==> config.mk <==
export PLATFORM = sky130hd
export DESIGN_NAME = psg_three_voice_tone_noise_envelope
export DESIGN_NICKNAME = d
export VERILOG_FILES = /design/src/rtl/psg_pkg.sv /design/src/rtl/psg_three_voice_tone_noise_envelope.sv /design/src/rtl/psg_dp.sv /design/src/rtl/psg_ctrl.sv
export SDC_FILE = /design/constraint.sdc
export NUM_CORES = 1
export LEC_CHECK = 0
export BUFFER_PORTS_ARGS = -buffer_cell sky130_fd_sc_hd__buf_2
export CAP_MARGIN = 20
export CORE_MARGIN = 5
export CORE_UTILIZATION = 60
export CTS_BUF_LIST = sky130_fd_sc_hd__clkbuf_4
export DETAILED_ROUTE_END_ITERATION = 8
export GPL_ROUTABILITY_DRIVEN = 0
export PLACE_DENSITY_LB_ADDON = 0.12
export SYNTH_ARGS = -nofsm -noshare
export SYNTH_HDL_FRONTEND = slang
export SYNTH_SLANG_ARGS = --single-unit
==> constraint.sdc <==
create_clock -name clk -period 4.8 [get_ports clk]
set_clock_uncertainty 0.15 [all_clocks]
set_input_delay 0.24 -clock clk [delete_from_list [all_inputs] [get_ports clk]]
set_output_delay 0.24 -clock clk [all_outputs]
set_load 0.02 [all_outputs]
==> src/rtl/psg_pkg.sv <==
package psg_pkg;

  localparam logic [1:0] MODE_ADDR = 2'd0;
  localparam logic [1:0] MODE_DATA = 2'd1;
  localparam logic [1:0] MODE_TICK = 2'd2;

  localparam logic [3:0] REG_NOISE   = 4'd6;
  localparam logic [3:0] REG_ENABLE  = 4'd7;
  localparam logic [3:0] REG_VOL_A   = 4'd8;
  localparam logic [3:0] REG_ENV_LO  = 4'd11;
  localparam logic [3:0] REG_ENV_HI  = 4'd12;
  localparam logic [3:0] REG_SHAPE   = 4'd13;

  localparam int NUM_CH   = 3;
  localparam int DIV_BITS = 13;

  localparam logic [4:0] ENV_TOP = 5'h1F;

  typedef struct packed {
    logic       wr_en;
    logic       tone_start;
    logic       div_step;
    logic       tone_done;
    logic       ne_step;
    logic       out_load;
    logic [1:0] ch;
  } psg_cmd_t;

  typedef struct packed {
    logic div_needed;
  } psg_stat_t;

endpackage

==> src/rtl/psg_three_voice_tone_noise_envelope.sv <==
// Three-voice sound generator core: tone, noise and envelope.
// Input channel: in_tuser selects the transaction kind (address write,
// data write, tick); in_tdata carries the address or data byte.
// Address and data writes give no result.
// A tick steps the three tone dividers, noise and envelope, and gives one
// result transaction with each channel's gated level and envelope select.
// A tick loads each channel's tone counter in turn; a channel whose counter
// reaches its period runs the restoring divider shared by the channels,
// then noise and envelope step and the result is loaded. No new item is
// taken during a tick; a write following the result is taken right away.
// The result sits in an output register; a new item is accepted while it
// waits, but the next tick holds before loading until the result is taken.
// cfg_wr_en/cfg_wr_data write the noise-zero-as-one bit at any idle time.
// Reset (rst_n low, synchronous) clears registers, counters and output
// valid, not divider or result; noise shift resets to one, envelope step to 31.
module psg_three_voice_tone_noise_envelope (
  input  logic        clk,
  input  logic        rst_n,
  input  logic        in_tvalid,
  output logic        in_tready,
  input  logic [7:0]  in_tdata,   // value
  input  logic [1:0]  in_tuser,   // mode
  output logic        out_tvalid,
  input  logic        out_tready,
  // level_a, env_select_a, level_b, env_select_b, level_c, env_select_c, 6 zero bits
  output logic [23:0] out_tdata,
  input  logic        cfg_wr_en,
  input  logic        cfg_wr_data
);

  psg_pkg::psg_cmd_t  cmd;
  psg_pkg::psg_stat_t stat;
  logic [17:0]        out_data;

  psg_ctrl u_ctrl (
    .clk        (clk),
    .rst_n      (rst_n),
    .in_tvalid  (in_tvalid),
    .in_tready  (in_tready),
    .in_mode    (in_tuser),
    .out_tvalid (out_tvalid),
    .out_tready (out_tready),
    .stat       (stat),
    .cmd        (cmd)
  );

  psg_dp u_dp (
    .clk         (clk),
    .rst_n       (rst_n),
    .cmd         (cmd),
    .stat        (stat),
    .in_mode     (in_tuser),
    .in_value    (in_tdata),
    .cfg_wr_en   (cfg_wr_en),
    .cfg_wr_data (cfg_wr_data),
    .out_data    (out_data)
  );

  assign out_tdata = {6'd0, out_data};

endmodule

==> src/rtl/psg_dp.sv <==
module psg_dp (
  input  logic               clk,
  input  logic               rst_n,
  input  psg_pkg::psg_cmd_t  cmd,
  output psg_pkg::psg_stat_t stat,
  input  logic [1:0]         in_mode,
  input  logic [7:0]         in_value,
  input  logic               cfg_wr_en,
  input  logic               cfg_wr_data,
  output logic [17:0]        out_data
);

  logic [7:0]  regs_r [16];
  logic        addr_valid_r;
  logic [3:0]  sel_idx_r;
  logic [11:0] tcnt_r [psg_pkg::NUM_CH];
  logic [4:0]  tphase_r [psg_pkg::NUM_CH];
  logic [4:0]  ncnt_r;
  logic        npre_r;
  logic [16:0] nshift_r;
  logic [15:0] ecnt_r;
  logic [4:0]  estep_r;
  logic        eattack_r;
  logic        ehold_r;
  logic        ealt_r;
  logic        eholding_r;
  logic        nz1_r;
  logic [12:0] dvd_r;
  logic [11:0] rem_r;
  logic [4:0]  quo_r;
  logic [17:0] out_r;

  logic [11:0] period;
  logic [12:0] c_inc;
  logic [12:0] r2;
  logic        ge;
  logic [4:0]  nper;
  logic [5:0]  nc;
  logic [15:0] eper;
  logic [16:0] ec;
  logic [4:0]  env_vol;
  logic [17:0] out_nxt;
  logic [3:0]  per_idx;

  always_comb begin
    per_idx = {1'b0, cmd.ch, 1'b0};
    period  = {regs_r[per_idx + 4'd1][3:0], regs_r[per_idx]};
    if (period == 12'd0) begin
      period = 12'd1;
    end
    c_inc = {1'b0, tcnt_r[cmd.ch]} + 13'd1;
    stat.div_needed = (c_inc >= {1'b0, period});
    r2 = {rem_r, dvd_r[12]};
    ge = (r2 >= {1'b0, period});
    nper = regs_r[psg_pkg::REG_NOISE][4:0];
    if (nz1_r && nper == 5'd0) begin
      nper = 5'd1;
    end
    nc = {1'b0, ncnt_r} + 6'd1;
    eper = {regs_r[psg_pkg::REG_ENV_HI], regs_r[psg_pkg::REG_ENV_LO]};
    ec = {1'b0, ecnt_r} + 17'd1;
    env_vol = estep_r ^ {5{eattack_r}};
    for (int i = 0; i < psg_pkg::NUM_CH; i++) begin
      logic [7:0] vol;
      logic       gate;
      vol  = regs_r[psg_pkg::REG_VOL_A + 4'(i)];
      gate = (tphase_r[i][0] | regs_r[psg_pkg::REG_ENABLE][i]) &
             (nshift_r[0] | regs_r[psg_pkg::REG_ENABLE][3 + i]);
      out_nxt[6*i +: 5] = !gate ? 5'd0 : (vol[4] ? env_vol : {1'b0, vol[3:0]});
      out_nxt[6*i + 5]  = vol[4];
    end
  end

  always_ff @(posedge clk) begin
    if (!rst_n) begin
      for (int i = 0; i < 16; i++) begin
        regs_r[i] <= 8'd0;
      end
      addr_valid_r <= 1'b0;
      sel_idx_r    <= 4'd0;
      for (int i = 0; i < psg_pkg::NUM_CH; i++) begin
        tcnt_r[i]   <= 12'd0;
        tphase_r[i] <= 5'd0;
      end
      ncnt_r     <= 5'd0;
      npre_r     <= 1'b0;
      nshift_r   <= 17'd1;
      ecnt_r     <= 16'd0;
      estep_r    <= psg_pkg::ENV_TOP;
      eattack_r  <= 1'b0;
      ehold_r    <= 1'b1;
      ealt_r     <= 1'b0;
      eholding_r <= 1'b0;
      nz1_r      <= 1'b0;
    end else begin
      if (cfg_wr_en) begin
        nz1_r <= cfg_wr_data;
      end
      if (cmd.wr_en) begin
        if (in_mode == psg_pkg::MODE_ADDR) begin
          addr_valid_r <= (in_value[7:4] == 4'd0);
          if (in_value[7:4] == 4'd0) begin
            sel_idx_r <= in_value[3:0];
          end
        end else if (in_mode == psg_pkg::MODE_DATA && addr_valid_r) begin
          regs_r[sel_idx_r] <= in_value;
          if (sel_idx_r == psg_pkg::REG_SHAPE) begin
            eattack_r  <= in_value[2];
            eholding_r <= 1'b0;
            estep_r    <= psg_pkg::ENV_TOP;
            if (!in_value[3]) begin
              ehold_r <= 1'b1;
              ealt_r  <= in_value[2];
            end else begin
              ehold_r <= in_value[0];
              ealt_r  <= in_value[1];
            end
          end
        end
      end
      if (cmd.tone_start && !stat.div_needed) begin
        tcnt_r[cmd.ch] <= c_inc[11:0];
      end
      if (cmd.tone_done) begin
        tcnt_r[cmd.ch]   <= rem_r;
        tphase_r[cmd.ch] <= tphase_r[cmd.ch] - quo_r;
      end
      if (cmd.ne_step) begin
        if (nc >= {1'b0, nper}) begin
          ncnt_r <= 5'd0;
          npre_r <= ~npre_r;
          if (npre_r) begin
            nshift_r <= {nshift_r[0] ^ nshift_r[3], nshift_r[16:1]};
          end
        end else begin
          ncnt_r <= nc[4:0];
        end
        if (!eholding_r) begin
          if (ec < {1'b0, eper}) begin
            ecnt_r <= ec[15:0];
          end else begin
            ecnt_r <= 16'd0;
            if (estep_r != 5'd0) begin
              estep_r <= estep_r - 5'd1;
            end else begin
              if (ealt_r) begin
                eattack_r <= ~eattack_r;
              end
              if (ehold_r) begin
                eholding_r <= 1'b1;
              end else begin
                estep_r <= psg_pkg::ENV_TOP;
              end
            end
          end
        end
      end
    end
  end

  always_ff @(posedge clk) begin
    if (cmd.tone_start) begin
      dvd_r <= c_inc;
      rem_r <= 12'd0;
      quo_r <= 5'd0;
    end else if (cmd.div_step) begin
      dvd_r <= {dvd_r[11:0], 1'b0};
      rem_r <= ge ? 12'(r2 - {1'b0, period}) : r2[11:0];
      quo_r <= {quo_r[3:0], ge};
    end
    if (cmd.out_load) begin
      out_r <= out_nxt;
    end
  end

  assign out_data = out_r;

endmodule

==> src/rtl/psg_ctrl.sv <==
module psg_ctrl (
  input  logic               clk,
  input  logic               rst_n,
  input  logic               in_tvalid,
  output logic               in_tready,
  input  logic [1:0]         in_mode,
  output logic               out_tvalid,
  input  logic               out_tready,
  input  psg_pkg::psg_stat_t stat,
  output psg_pkg::psg_cmd_t  cmd
);

  typedef enum logic [2:0] {
    S_IDLE, S_TLOAD, S_DIV, S_TFIN, S_NE, S_OUT
  } state_t;

  state_t     state_r, state_nxt;
  logic [1:0] ch_r, ch_nxt;
  logic [3:0] bit_r, bit_nxt;
  logic       out_valid_r, out_valid_nxt;
  logic       accept;

  assign in_tready  = (state_r == S_IDLE);
  assign out_tvalid = out_valid_r;
  assign accept     = in_tvalid && in_tready;

  always_comb begin
    state_nxt     = state_r;
    ch_nxt        = ch_r;
    bit_nxt       = bit_r;
    out_valid_nxt = out_valid_r && !out_tready;
    cmd            = '0;
    cmd.ch         = ch_r;
    case (state_r)
      S_IDLE: begin
        if (accept) begin
          if (in_mode == psg_pkg::MODE_TICK) begin
            state_nxt = S_TLOAD;
            ch_nxt    = 2'd0;
          end else begin
            cmd.wr_en = 1'b1;
          end
        end
      end
      S_TLOAD: begin
        cmd.tone_start = 1'b1;
        bit_nxt        = 4'(psg_pkg::DIV_BITS - 1);
        if (stat.div_needed) begin
          state_nxt = S_DIV;
        end else if (ch_r == 2'(psg_pkg::NUM_CH - 1)) begin
          state_nxt = S_NE;
        end else begin
          ch_nxt = ch_r + 2'd1;
        end
      end
      S_DIV: begin
        cmd.div_step = 1'b1;
        bit_nxt      = bit_r - 4'd1;
        if (bit_r == 4'd0) begin
          state_nxt = S_TFIN;
        end
      end
      S_TFIN: begin
        cmd.tone_done = 1'b1;
        if (ch_r == 2'(psg_pkg::NUM_CH - 1)) begin
          state_nxt = S_NE;
        end else begin
          ch_nxt    = ch_r + 2'd1;
          state_nxt = S_TLOAD;
        end
      end
      S_NE: begin
        cmd.ne_step = 1'b1;
        state_nxt   = S_OUT;
      end
      S_OUT: begin
        if (!out_valid_r || out_tready) begin
          cmd.out_load  = 1'b1;
          out_valid_nxt = 1'b1;
          state_nxt     = S_IDLE;
        end
      end
      default: begin
        state_nxt = S_IDLE;
      end
    endcase
  end

  always_ff @(posedge clk) begin
    if (!rst_n) begin
      state_r     <= S_IDLE;
      ch_r        <= 2'd0;
      bit_r       <= 4'd0;
      out_valid_r <= 1'b0;
    end else begin
      state_r     <= state_nxt;
      ch_r        <= ch_nxt;
      bit_r       <= bit_nxt;
      out_valid_r <= out_valid_nxt;
    end
  end

`ifndef SYNTHESIS
  a_tick_starts: assert property (@(posedge clk) disable iff (!rst_n)
    accept && in_mode == psg_pkg::MODE_TICK |=> state_r == S_TLOAD)
    else $error("tick did not start tone pass");
  a_div_ends: assert property (@(posedge clk) disable iff (!rst_n)
    state_r == S_DIV && bit_r == 4'd0 |=> state_r == S_TFIN)
    else $error("division did not end");
  a_out_free: assert property (@(posedge clk) disable iff (!rst_n)
    cmd.out_load |-> (!out_valid_r || out_tready))
    else $error("result overwritten");
  a_ch_range: assert property (@(posedge clk) disable iff (!rst_n)
    state_r != S_IDLE |-> ch_r != 2'd3)
    else $error("bad channel");
`endif

endmodule
# --- Yosys cells after proc, flatten, opt, wreduce, memory -nomap -nowiden ---
# Memory sizes are Yosys's and may differ from the RTL's. A register that Yosys moved wholly into a read port is not among the register bits.
# Index checks and enable logic that the tools add are counted.
# Widths: inputs -> output; s select.
word_totals:
  register_bits: 112
  ram_bits: 179
  output_inout_bits: 26
  word_cells: 198
  mem_count: 3
mem_list:
  columns: ["memory", "depth", "word_bits", "read_ports", "rd_ports_with_merged_regs", "write_ports", "line", "source"]
  rows:
  - ["u_dp.regs_r", 16, 8, 9, 1, 16, "psg_dp.sv:13", "logic [7:0] regs_r [16];"]
  - ["u_dp.tcnt_r", 3, 12, 1, 1, 3, "psg_dp.sv:16", "logic [11:0] tcnt_r [psg_pkg::NUM_CH];"]
  - ["u_dp.tphase_r", 3, 5, 4, 1, 3, "psg_dp.sv:17", "logic [4:0] tphase_r [psg_pkg::NUM_CH];"]
op_classes:
  add_sub_neg: 9
  magnitude_cmp: 4
  eq_ne: 15
  n_mux: 92
  n_bitwise: 16
  n_reduce_logical: 33
op_table:
  columns: ["cell", "count"]
  rows:
  - ["$mux 5", 12]
  - ["$mux 12", 4]
  - ["$mux 1", 46]
  - ["$ge 13x12->1", 2]
  - ["$mux 13", 2]
  - ["$mux 4", 6]
  - ["$mux 3", 7]
  - ["$mux 2", 10]
  - ["$pmux 3 s6", 1]
  - ["$add 16x1->17 const B", 1]
  - ["$lt 17x16->1", 1]
  - ["$mux 16", 1]
  - ["$add 12x1->13 const B", 1]
  - ["$logic_not 12->1", 1]
  - ["$reduce_and 2->1", 6]
  - ["$reduce_or 12->1", 1]
  - ["$sub 12x12->12", 1]
  - ["$logic_not 4->1", 2]
  - ["$mux 8", 1]
  - ["$pmux 4 s2", 1]
  - ["$reduce_and 4->1", 2]
  - ["$reduce_or 8->1", 1]
  - ["$or 1x1->1", 7]
  - ["$add 5x1->6 const B", 1]
  - ["other kinds (32)", 51]

# --- Longest topological paths before layout ---
# Gate-level depths: netlist of run 1.
# An unclocked memory read counts as a cell.
depth:
  depth_word: 13
  ltp_mapped: 17

# --- Modules after synthesis ---
# Synthesis of run 1 repeated with hierarchy kept, for this count alone.
hier_totals:
  hier_cells: 1203
  hier_area_um2: 12719.7
modules_own_cells:
  columns: ["mod", "instances", "cells_per_inst", "area_per_inst_um2", "seq_area_each_um2"]
  rows:
  - ["psg_dp", 1, 1113, 12029.0, 6266.0]
  - ["psg_ctrl", 1, 83, 641.9, 200.2]
  - ["psg_three_voice_tone_noise_envelope", 1, 7, 48.8, 0.0]

# --- Least setup slack after synthesis of run 1 ---
# No wires, ideal clock.
synth_timing:
  path_type: "reg-to-reg"
  startpoint: "reg with a tool-made name"
  endpoint: "mem u_dp.tcnt_r[1][0], enable pin"
  t_arrival_ps: 3685
  required_ps: 4300
  slack_ps: 615
  stages_incl_launch_ff: 17
  period_less_slack_ps: 4185
  path_cell_list: "dfxtp_1 -> buf_6 -> buf_6 -> mux4_2 -> ha_1 -> nand2_1 -> xor2_1 -> inv_1 -> ha_1 -> a2111oi_0 -> o21ai_0 -> a21oi_1 -> o211ai_2 -> nand2b_2 -> nand4_2 -> buf_4 -> nand2_1"
synth_lines:
  columns: ["item", "line"]
  rows:
  - ["end: declaration", "psg_dp.sv:16"]

==> metrics, run 1 <==
drt first pass iters=7; DRC viols=0; Iter 0 DRT Violations=627; WL/cell=18.71 um; CP max-delay cell=mux4_2; Die Y=154.9 um; final hold violation count=0; async set-reset flop share out of synthesis=0%; Syn Std Cell Area=between 10000 and 15000 um^2; post-synth top area cell=edfxtp_1; Synth Instances=around 1200; total die area=24000 um^2; fin crit period=4319 ps; CTS tree=done; final setup vio count=0; CP Data Required Time=~4900 ps; CP Launch Type=register; Final nets=1316; area delta synth->final=10.77%; reg2reg end=u_dp.tcnt_r[3][3]; Post-Route Utilization=67.03%; Die X=154.9 um; initial antenna violation count=2; Slew HR=28.28%; synthesized area per cell=10.78 um^2; crit path DAT=4450 ps; Reg clk slew, reported paths=around 70 ps; Synth top cells by count=164 x edfxtp_1, 114 x nor2_1, 87 x nand2_1; worst-margin pin slew=1065 ps; RSZ-0062 raised after global routing=false; GRT overflow=0; reg-to-reg slack, setup=480 ps; sequential area share after synthesis=around half; via count=9127; setup_tns=0 ps; Root Driver=clkbuf_4; final wirelength=29450 um; vias in the first global route=approximately 9000; starting density of the core=60.51%; fill count=approximately 1600; outcome=finished clean; Hold WC Path Type=input port to register; CP bufs+invs=2; share of the synthesized area in the top cell type=39.09%; # clock sinks=243; critical-path cell list=buf_4 > mux4_2 > and2_1 > nand2_1 > xor2_1 > inv_1 > ha_1 > a2111oi_0 > o21ai_0 > a21oi_1 > o211ai_2 > nand2b_2 > and4_1; crit-path leading delay family=simple AND/OR/NAND/NOR gates; Resized Gates After CTS=0; number of synthesized flops with an enable pin=164; Max Fanout on Critical Path=12; Critical Path Sink Type=register; total CTS buffers=66; Clk Latency, worst-skew pair=670 ps; hold path depth=6; synth unique cells=76; FF+latch count, synth=~240; Yosys warnings=0; row count=53; vias per inst=5.799; CTS max path bufs=3; main flop type after synthesis=edfxtp_1; worst vdd ir=0.2088 mV; port bufs=35; reg2reg path depth=13; Fmax achieved=231.5 MHz; H-Tree Depth=3; slowest stage delay, CP=560 ps; first-pass GRT wire length=46710 um; Slew Viols, Final=0; Final Cycle Share=between 80 and 90%; Ports=42; DP HPWL=20410 um; critical path class=register to register; Hold Path End=u_dp.sel_idx_r[3]; Leakage=5.526 nW; post-route antenna net violation count=0; largest net degree at the start of global routing=45; Core Area=20820 um^2; GRT Resource Usage Total=24.84%; top cells by area, synth=edfxtp_1 39%, dfxtp_1 13%, ha_1 5.4%; pwr dens=365.3 nW/um^2; layout cell share with drive strength beyond 1=15.96%; Max Cap Viol=0; most common cell in the netlist=edfxtp_1; Hold Startpoint=in_tvalid
area by class of cell:
class                      count  area, um^2  area share (%)
timing repair buffer          70       478.0           3.424
tap                          275       344.1           2.465
sequential                   243        6506           46.62
inverter                      70       262.8           1.883
clock buffer                 102       765.7           5.486
clock inverter                18       76.32          0.5468
multi-input combinational    794        5519           39.54
antenna                        2       5.005         0.03586
where the power goes:
part | total [mW] | internal, mW | switching, mW
logic | 0.834 | 0.347 | 0.487
registers | 2.43 | 2.33 | 0.0956
clock network | 1.83 | 0.971 | 0.864
total | 5.10 | 3.65 | 1.45
metrics by stage:
| stage | setup slack, ps | cell area (um^2) | total power, mW | instances | hold WS [ps] |
|---|---|---|---|---|---|
| 2_1_floorplan | 614.7 | 12620 | 3.071 | 1174 | 237.2 |
| 3_3_place_gp | 549.9 | 12930 | 3.279 | 1433 | 307.5 |
| 3_5_place_dp | 500.3 | 12930 | 3.288 | 1433 | 316.7 |
| 4_1_cts | 477.9 | 13940 | 5.139 | 1570 | 50.89 |
| 5_1_grt | 152.2 | 13960 | 5.371 | 1574 | 84.49 |
| 6_report | 481.0 | 13960 | 5.099 | 1574 | 83.90 |
state kept, by name, indices dropped and copies added, names as in the netlist, 4 cells and up, named ones only:
| name | cells |
|---|---|
| u_dp.regs_r | 81 |
| u_dp.tcnt_r | 48 |
| u_dp.estep_r | 5 |
| u_dp.nshift_r | 17 |
| u_dp.ncnt_r | 5 |
| u_dp.dvd_r | 13 |
| u_dp.out_data | 18 |
| u_ctrl.bit_r | 4 |
| u_dp.rem_r | 12 |
| u_dp.sel_idx_r | 4 |
| u_dp.tphase_r | 4 |
| u_dp.ecnt_r | 16 |
layer usage:
layer | vias to the layer above | GRT usage, % | routed length (um)
li1 | 4384 | - | -
met1 | 4337 | 31.19 | 11900
met2 | 325 | 42.14 | 14630
met3 | 81 | 5.619 | 2034
met4 | 0 | 9.378 | 886
met5 | - | 0 | 0
cells by family after synthesis:
group	synth area share, %
compound gates	10.15
other cells	0.02976
fa+ha+maj	5.521
xor+xnor	2.920
mux	7.090
buf+inv	4.707
flops	51.64
simple gates	17.94
worst reg2reg max path, delay by kind of cell, from the launching register on:
kind | cells | cell delay, ps
fa+ha+maj | 1 | 310
xor+xnor | 1 | 240
compound gates | 4 | 910
flops | 1 | 460
buf+inv | 2 | 320
mux | 1 | 570
simple gates | 4 | 1010
cells in the final DEF, fill, tap and decap left out, drive strengths merged, types with 15 or more instances in the layout:
master       instances
nand3               30
mux4                25
buf                 52
edfxtp             164
xor2                16
nand2               88
nor2b               19
clkbuf             103
a21oi               48
mux2i               33
dlygate4sd3         17
xnor2               26
dfxtp               79
and2                78
and3                15
nor3                24
a211oi              23
inv                 72
o21ai               51
ha                  54
nor2               117
worst max path at each step:
stage / start / end / depth (start not counted)
after floorplan: register / u_dp.tcnt_r[1][0] / 16
after global routing: register / u_dp.tcnt_r[1][2] / 14
final: register / u_dp.tcnt_r[3][3] / 13
after global placement: register / u_dp.tcnt_r[2][8] / 14
after detailed placement: register / u_dp.tcnt_r[1][4] / 14
after CTS: register / u_dp.tcnt_r[3][3] / 13
what timing repair did:
item / in CTS / in global routing
hold buffers: 17 / 0
buffers inserted: 0 / 0
endpoints found under the hold margin: 83 / 0
No activity file was read; power rests on OpenSTA's default activity.
==> run 2, diff against run 1 <==
--- a/config.mk
+++ b/config.mk
@@ -8,11 +8,13 @@
 export BUFFER_PORTS_ARGS = -buffer_cell sky130_fd_sc_hd__buf_2
 export CAP_MARGIN = 20
 export CORE_MARGIN = 5
-export CORE_UTILIZATION = 60
+export CORE_UTILIZATION = 35
 export CTS_BUF_LIST = sky130_fd_sc_hd__clkbuf_4
 export DETAILED_ROUTE_END_ITERATION = 8
 export GPL_ROUTABILITY_DRIVEN = 0
 export PLACE_DENSITY_LB_ADDON = 0.12
+export RECOVER_POWER = 50
+export SLEW_MARGIN = 20
 export SYNTH_ARGS = -nofsm -noshare
 export SYNTH_HDL_FRONTEND = slang
 export SYNTH_SLANG_ARGS = --single-unit
==> run 2 against run 1 <==
  * The run now ends with capacitance limit, slew limit left
  * Worst hold slack worse by 0.78 ps
  * Flip-flop and latch count stayed put
  * Clock power grew 9.8%
  * Register-to-register slack lost 150 ps
  * Sequential power barely moved
  * Final cell count increased by 13%
  * Non-clock buffer count grew 16
  * Critical path depth rose by 1
  * Power up 3.9%
  * Combinational power up 3.2%
  * Largest power group unchanged
==> metrics, run 2 (synthesis results as in run 1) <==
outcome=finished with violations; failing checks=capacitance limit, slew limit; slowest stage delay, CP=540 ps; Max Fanout on Critical Path=12; Hold WC Path Type=input port to register; first-pass GRT wire length=51030 um; Reg clk slew, reported paths=about 60 ps; GRT Resource Usage Total=around 17%; CTS max path bufs=3; vias in the first global route=9100; Die X=between 150 and 200 um; Post-Route Utilization=between 40 and 50%; Slew HR=-1.789%; setup_tns=0 ps; reg-to-reg slack, setup=330 ps; CP bufs+invs=2; critical-path cell list=buf_4 > mux4_2 > and2_1 > nand2_1 > xor2_1 > inv_1 > ha_1 > a2111oi_0 > o21ai_0 > a21oi_1 > o211ai_2 > nand2b_2 > nand4_2 > nand2_1; # clock sinks=243; Logic pwr share=16.3%; port bufs=35; Final Cycle Share=93.19%; most frequent cells in the layout=164 x edfxtp_1, 117 x nor2_1, 110 x clkbuf_4; crit-path leading delay family=simple AND/OR/NAND/NOR gates; crit path DAT=between 4000 and 5000 ps; layout cell share with drive strength beyond 1=14.24%; Ports=42; GRT overflow=0; DRC viols=0; Hold Startpoint=in_tvalid; total CTS buffers=73; reg2reg end=u_dp.tcnt_r[0][1]; CP Data Required Time=around 5000 ps; multi-input logic area=5478 um^2; CP Launch Type=register; vias per inst=roughly 5.0; H-Tree Depth=3; Seq pwr share=45.8%; Leakage=5.504 nW; final setup vio count=0; post-route antenna net violation count=0; CTS tree=done; internal power=between 3 and 4 mW; final wirelength=32750 um; Core Area=~36000 um^2; Clk Latency, worst-skew pair=700 ps; final hold violation count=0; Largest register FFs=81; Critical Path Sink Type=register; Slew Viols, Final=51; largest net degree at the start of global routing=40; hold path depth=6; Max Cap Viol=2; Resized Gates After CTS=0; CP most frequent cell=nand2_1; power share of the clock group=38.0%; fin crit period=4473 ps; Die Y=199.7 um; reg2reg path depth=14; via count=8992; switching power=1.508 mW; Reg with most FFs=u_dp.regs_r; WL/cell=~18 um; Sw Ratio=between 20 and 30%; Final nets=between 1000 and 1500; DP HPWL=between 20000 and 25000 um; Root Driver=clkbuf_4; row count=just under 70; Fmax achieved=223.6 MHz; Sequential Area=6506 um^2; Hold Path End=u_ctrl.state_r[0]; critical path class=register to register; Post-CTS Setup Repair Bufs=0; commonest non-fill, non-tap cell in the layout=edfxtp_1; CP max-delay cell=mux4_2; fill count=3590; worst-margin pin slew=about 1500 ps; starting density of the core=35.42%; drt first pass iters=7; area delta synth->final=13.73%; cts hold-fix bufs=28; pwr dens=369.7 nW/um^2; total die area=around 40000 um^2; RSZ-0062 raised after global routing=false; worst vdd ir=0.1917 mV; initial antenna violation count=2; Iter 0 DRT Violations=around 410
run 2: cell type report:
type                       instances  area share, %
inverter                          70          1.834
clock inverter                    17         0.6985
antenna                            2        0.03493
tap                              461          4.025
sequential                       243          45.40
multi-input combinational        794          38.23
timing repair buffer              86          4.016
clock buffer                     110          5.763
run 2: worst max-delay path by stage:
stage	startpoint	to	cells after the start
final	register	u_dp.tcnt_r[0][1]	14
after global routing	register	u_dp.tcnt_r[0][1]	14
after CTS	register	u_dp.tcnt_r[0][10]	14
after detailed placement	register	u_dp.tcnt_r[0][4]	14
after global placement	register	u_dp.tcnt_r[0][4]	14
after floorplan	register	u_dp.tcnt_r[1][0]	16
run 2: through the flow:
step / hold WS [ps] / worst slack [ps] / power (mW) / area, um^2 / instances
6_report: 83.13 / 326.9 / 5.297 / 14330 / 1783
5_1_grt: 143.4 / 67.81 / 5.605 / 14330 / 1783
4_1_cts: 1.267 / 374.1 / 5.398 / 14420 / 1781
3_5_place_dp: 315.9 / 398.1 / 3.323 / 13220 / 1626
3_3_place_gp: 308.6 / 460.7 / 3.324 / 13220 / 1626
2_1_floorplan: 237.2 / 614.7 / 3.071 / 12620 / 1174
run 2: power by group through the flow:
stage	logic, mW	clock network, mW	registers, mW
final	0.861	2.01	2.42
after global routing	0.958	2.21	2.43
after CTS	0.869	2.10	2.43
after detailed placement	0.854	0	2.47
after global placement	0.855	0	2.47
after floorplan	0.651	0	2.42
run 2: worst reg2reg max path, cell delays in order (launching register included):
cell and delay, ps:
dfxtp_1 460, buf_4 220, mux4_2 540, and2_1 200, nand2_1 80, xor2_1 270, inv_1 90, ha_1 320
a2111oi_0 390, o21ai_0 220, a21oi_1 210, o211ai_2 160, nand2b_2 210, nand4_2 130, nand2_1 470
run 2: per-layer routing:
metal | vias up | share of wire [%] | wire (um) | global-route usage, %
li1 | 4438 | - | - | -
met1 | 4298 | 45 | 14750 | 21.36
met2 | 202 | 49 | 16010 | 27.71
met3 | 54 | 4.0 | 1317 | 3.693
met4 | 0 | 2.1 | 681 | 5.660
met5 | - | 0 | 0 | 0
==> run 3, diff against run 2 <==
--- a/config.mk
+++ b/config.mk
@@ -8,7 +8,7 @@
 export BUFFER_PORTS_ARGS = -buffer_cell sky130_fd_sc_hd__buf_2
 export CAP_MARGIN = 20
 export CORE_MARGIN = 5
-export CORE_UTILIZATION = 35
+export CORE_UTILIZATION = 50
 export CTS_BUF_LIST = sky130_fd_sc_hd__clkbuf_4
 export DETAILED_ROUTE_END_ITERATION = 8
 export GPL_ROUTABILITY_DRIVEN = 0
==> run 3 against run 2 <==
  * The flow still finishes with violations (capacitance limit, slew limit)
  * Critical path type unchanged
  * Critical path depth fell by 1
  * Largest power group unchanged
  * Final cell count fell by 8.2%
  * Maximum frequency rose by 1.6%
  * Wire length fell by 6.6%
  * Clock-buffer cell count fell by 5
  * Design area fell by 2.2%
  * Non-clock buffer count fell by 11
==> metrics, run 3 (synthesis results as in run 1) <==
failing checks=capacitance limit, slew limit; crit path DAT=4580 ps; post-route antenna net violation count=0; Final Cycle Share=91.76%; Placed Area=13040 um^2; Ports=42; total CTS buffers=between 60 and 70; Final nets=around 1300; starting density of the core=50.47%; commonest non-fill, non-tap cell in the layout=edfxtp_1; Slew HR=-19.09%; Top Metal Used=met4; CP Launch Type=register; critical path class=register to register; Reg with most FFs=u_dp.regs_r; H-Tree Depth=3; Core Area=between 20000 and 25000 um^2; Die X=168.7 um; final hold violation count=0; CP Data Required Time=4970 ps; Iter 0 DRT Violations=approximately 770; slowest stage delay, CP=620 ps; reg-to-reg slack, setup=400 ps; most frequent cells in the layout=164 x edfxtp_1, 117 x nor2_1, 105 x clkbuf_4; DRC viols=0; # clock sinks=243; GRT Resource Usage Total=21.55%; Critical Path Sink Type=register; port bufs=35; final instance area=14010 um^2; WL/cell=18.69 um; GRT overflow=0; via count=9054; pre-CTS setup slack=306.6 ps; Die Y=168.7 um; drt first pass iters=5; Fmax achieved=227.0 MHz; Slew Viols, Final=34; pwr dens=about 370 nW/um^2; first-pass GRT wire length=48400 um; worst-margin pin slew=1786 ps; Reg clk slew, reported paths=around 60 ps; critical-path cell list=mux4_2 > ha_1 > nand2_1 > xor2_1 > inv_1 > ha_1 > a2111oi_0 > o21ai_0 > a21oi_1 > o211ai_2 > nand2b_2 > nand4_2 > nand2_2; Root Driver=clkbuf_4; initial antenna violation count=1; Max Fanout on Critical Path=13; setup_tns=0 ps; row count=58; RSZ-0062 raised after global routing=false; fin crit period=approximately 4400 ps; DP HPWL=21480 um; Met3 Routed Length=1590 um; Max Cap Viol=1; post-route setup slack=395.3 ps; vias in the first global route=8970; vias per inst=around 5.5; multi-input logic area=5475 um^2; hold_ws=43.57 ps; largest net degree at the start of global routing=34; reg2reg end=u_dp.tcnt_r[2][4]; CTS max path bufs=3; area delta synth->final=11.21%; CP max-delay cell=mux4_2; CTS tree=done; crit path to=u_dp.tcnt_r[2][4]; WL met1=13480 um; Leakage=5.401 nW; outcome=finished with violations; worst vdd ir=approximately 0.25 mV; Hold WC Path Type=input port to register; reg2reg path depth=13; total die area=28470 um^2; final wirelength=30600 um; CP most frequent cell=ha_1; met2 routed WL=14790 um; Design Power=5.217 mW; Sequential Area=6506 um^2; final setup vio count=0; Largest register FFs=81; Clk Latency, worst-skew pair=660 ps; fill count=2215; layout cell share with drive strength beyond 1=between 10 and 15%
-- run 3: cell types whose count changed in the layout (fill, tap and decap cells not counted) --
cell,delta
dlygate4sd3_1,-10
and2_0,+5
and2_1,-5
buf_4,-5
clkbuf_4,-5
clkbuf_1,+4
clkinvlp_4,+1
diode_2,-1
inv_2,+1
nand2_1,-1
nand2_2,+1
nor3_1,+1
nor3_2,-1
-- run 3: per-layer routing --
metal  GRT usage, %  vias up
met5              0        -
met3          3.923       49
met4          7.657        0
li1               -     4399
met2          35.76      283
met1          28.54     4323
-- run 3: what timing repair did --
action | in CTS | in global routing
setup endpoints to repair | 0 | 12
hold buffers | 18 | 0
gates resized for setup | 0 | 1
endpoints found under the hold margin | 90 | 0
setup buffers | 0 | 0
-- run 3: layout make-up --
class | instances | area share [%]
Antenna cell | 1 | 0.01786
Sequential cell | 243 | 46.43
Clock buffer | 105 | 5.625
Inverter | 70 | 1.875
Tap cell | 330 | 2.947
Clock inverter | 19 | 0.7947
Timing Repair Buffer | 75 | 3.232
Multi-Input combinational cell | 794 | 39.07
-- run 3: critical path, delay by kind of cell, from the launching register on --
kind                     cells  cell delay, ps
AO/OA/AOI/OAI                4             940
XOR/XNOR                     1             240
adder cells (fa/ha/maj)      2             600
buffers and inverters        1              70
flip-flops                   1             500
multiplexers                 1             620
AND/OR/NAND/NOR              4             970
-- run 3: report_power, final --
group | switching, mW | internal (mW) | total [mW]
Clock | 0.898 | 1.06 | 1.95
Combinational | 0.489 | 0.345 | 0.834
Sequential | 0.0935 | 2.34 | 2.43
-- run 3: per-stage QoR --
step           util, %  cells
2_1_floorplan        -   1174
3_3_place_gp     52.24   1494
3_5_place_dp     52.24   1494
4_1_cts          56.57   1636
5_1_grt          56.13   1637
6_report         56.13   1637
-- run 3: worst min path at each step --
stage / startpoint / to / cells after the start
final: in_tvalid / u_ctrl.state_r[0] / 6
after global routing: in_tvalid / u_ctrl.state_r[0] / 6
after CTS: in_tvalid / u_ctrl.state_r[0] / 6
after detailed placement: u_dp.nshift_r[1] / u_dp.nshift_r[0] / 2
after global placement: u_dp.nshift_r[1] / u_dp.nshift_r[0] / 2
after floorplan: cfg_wr_data / u_dp.nz1_r / 2
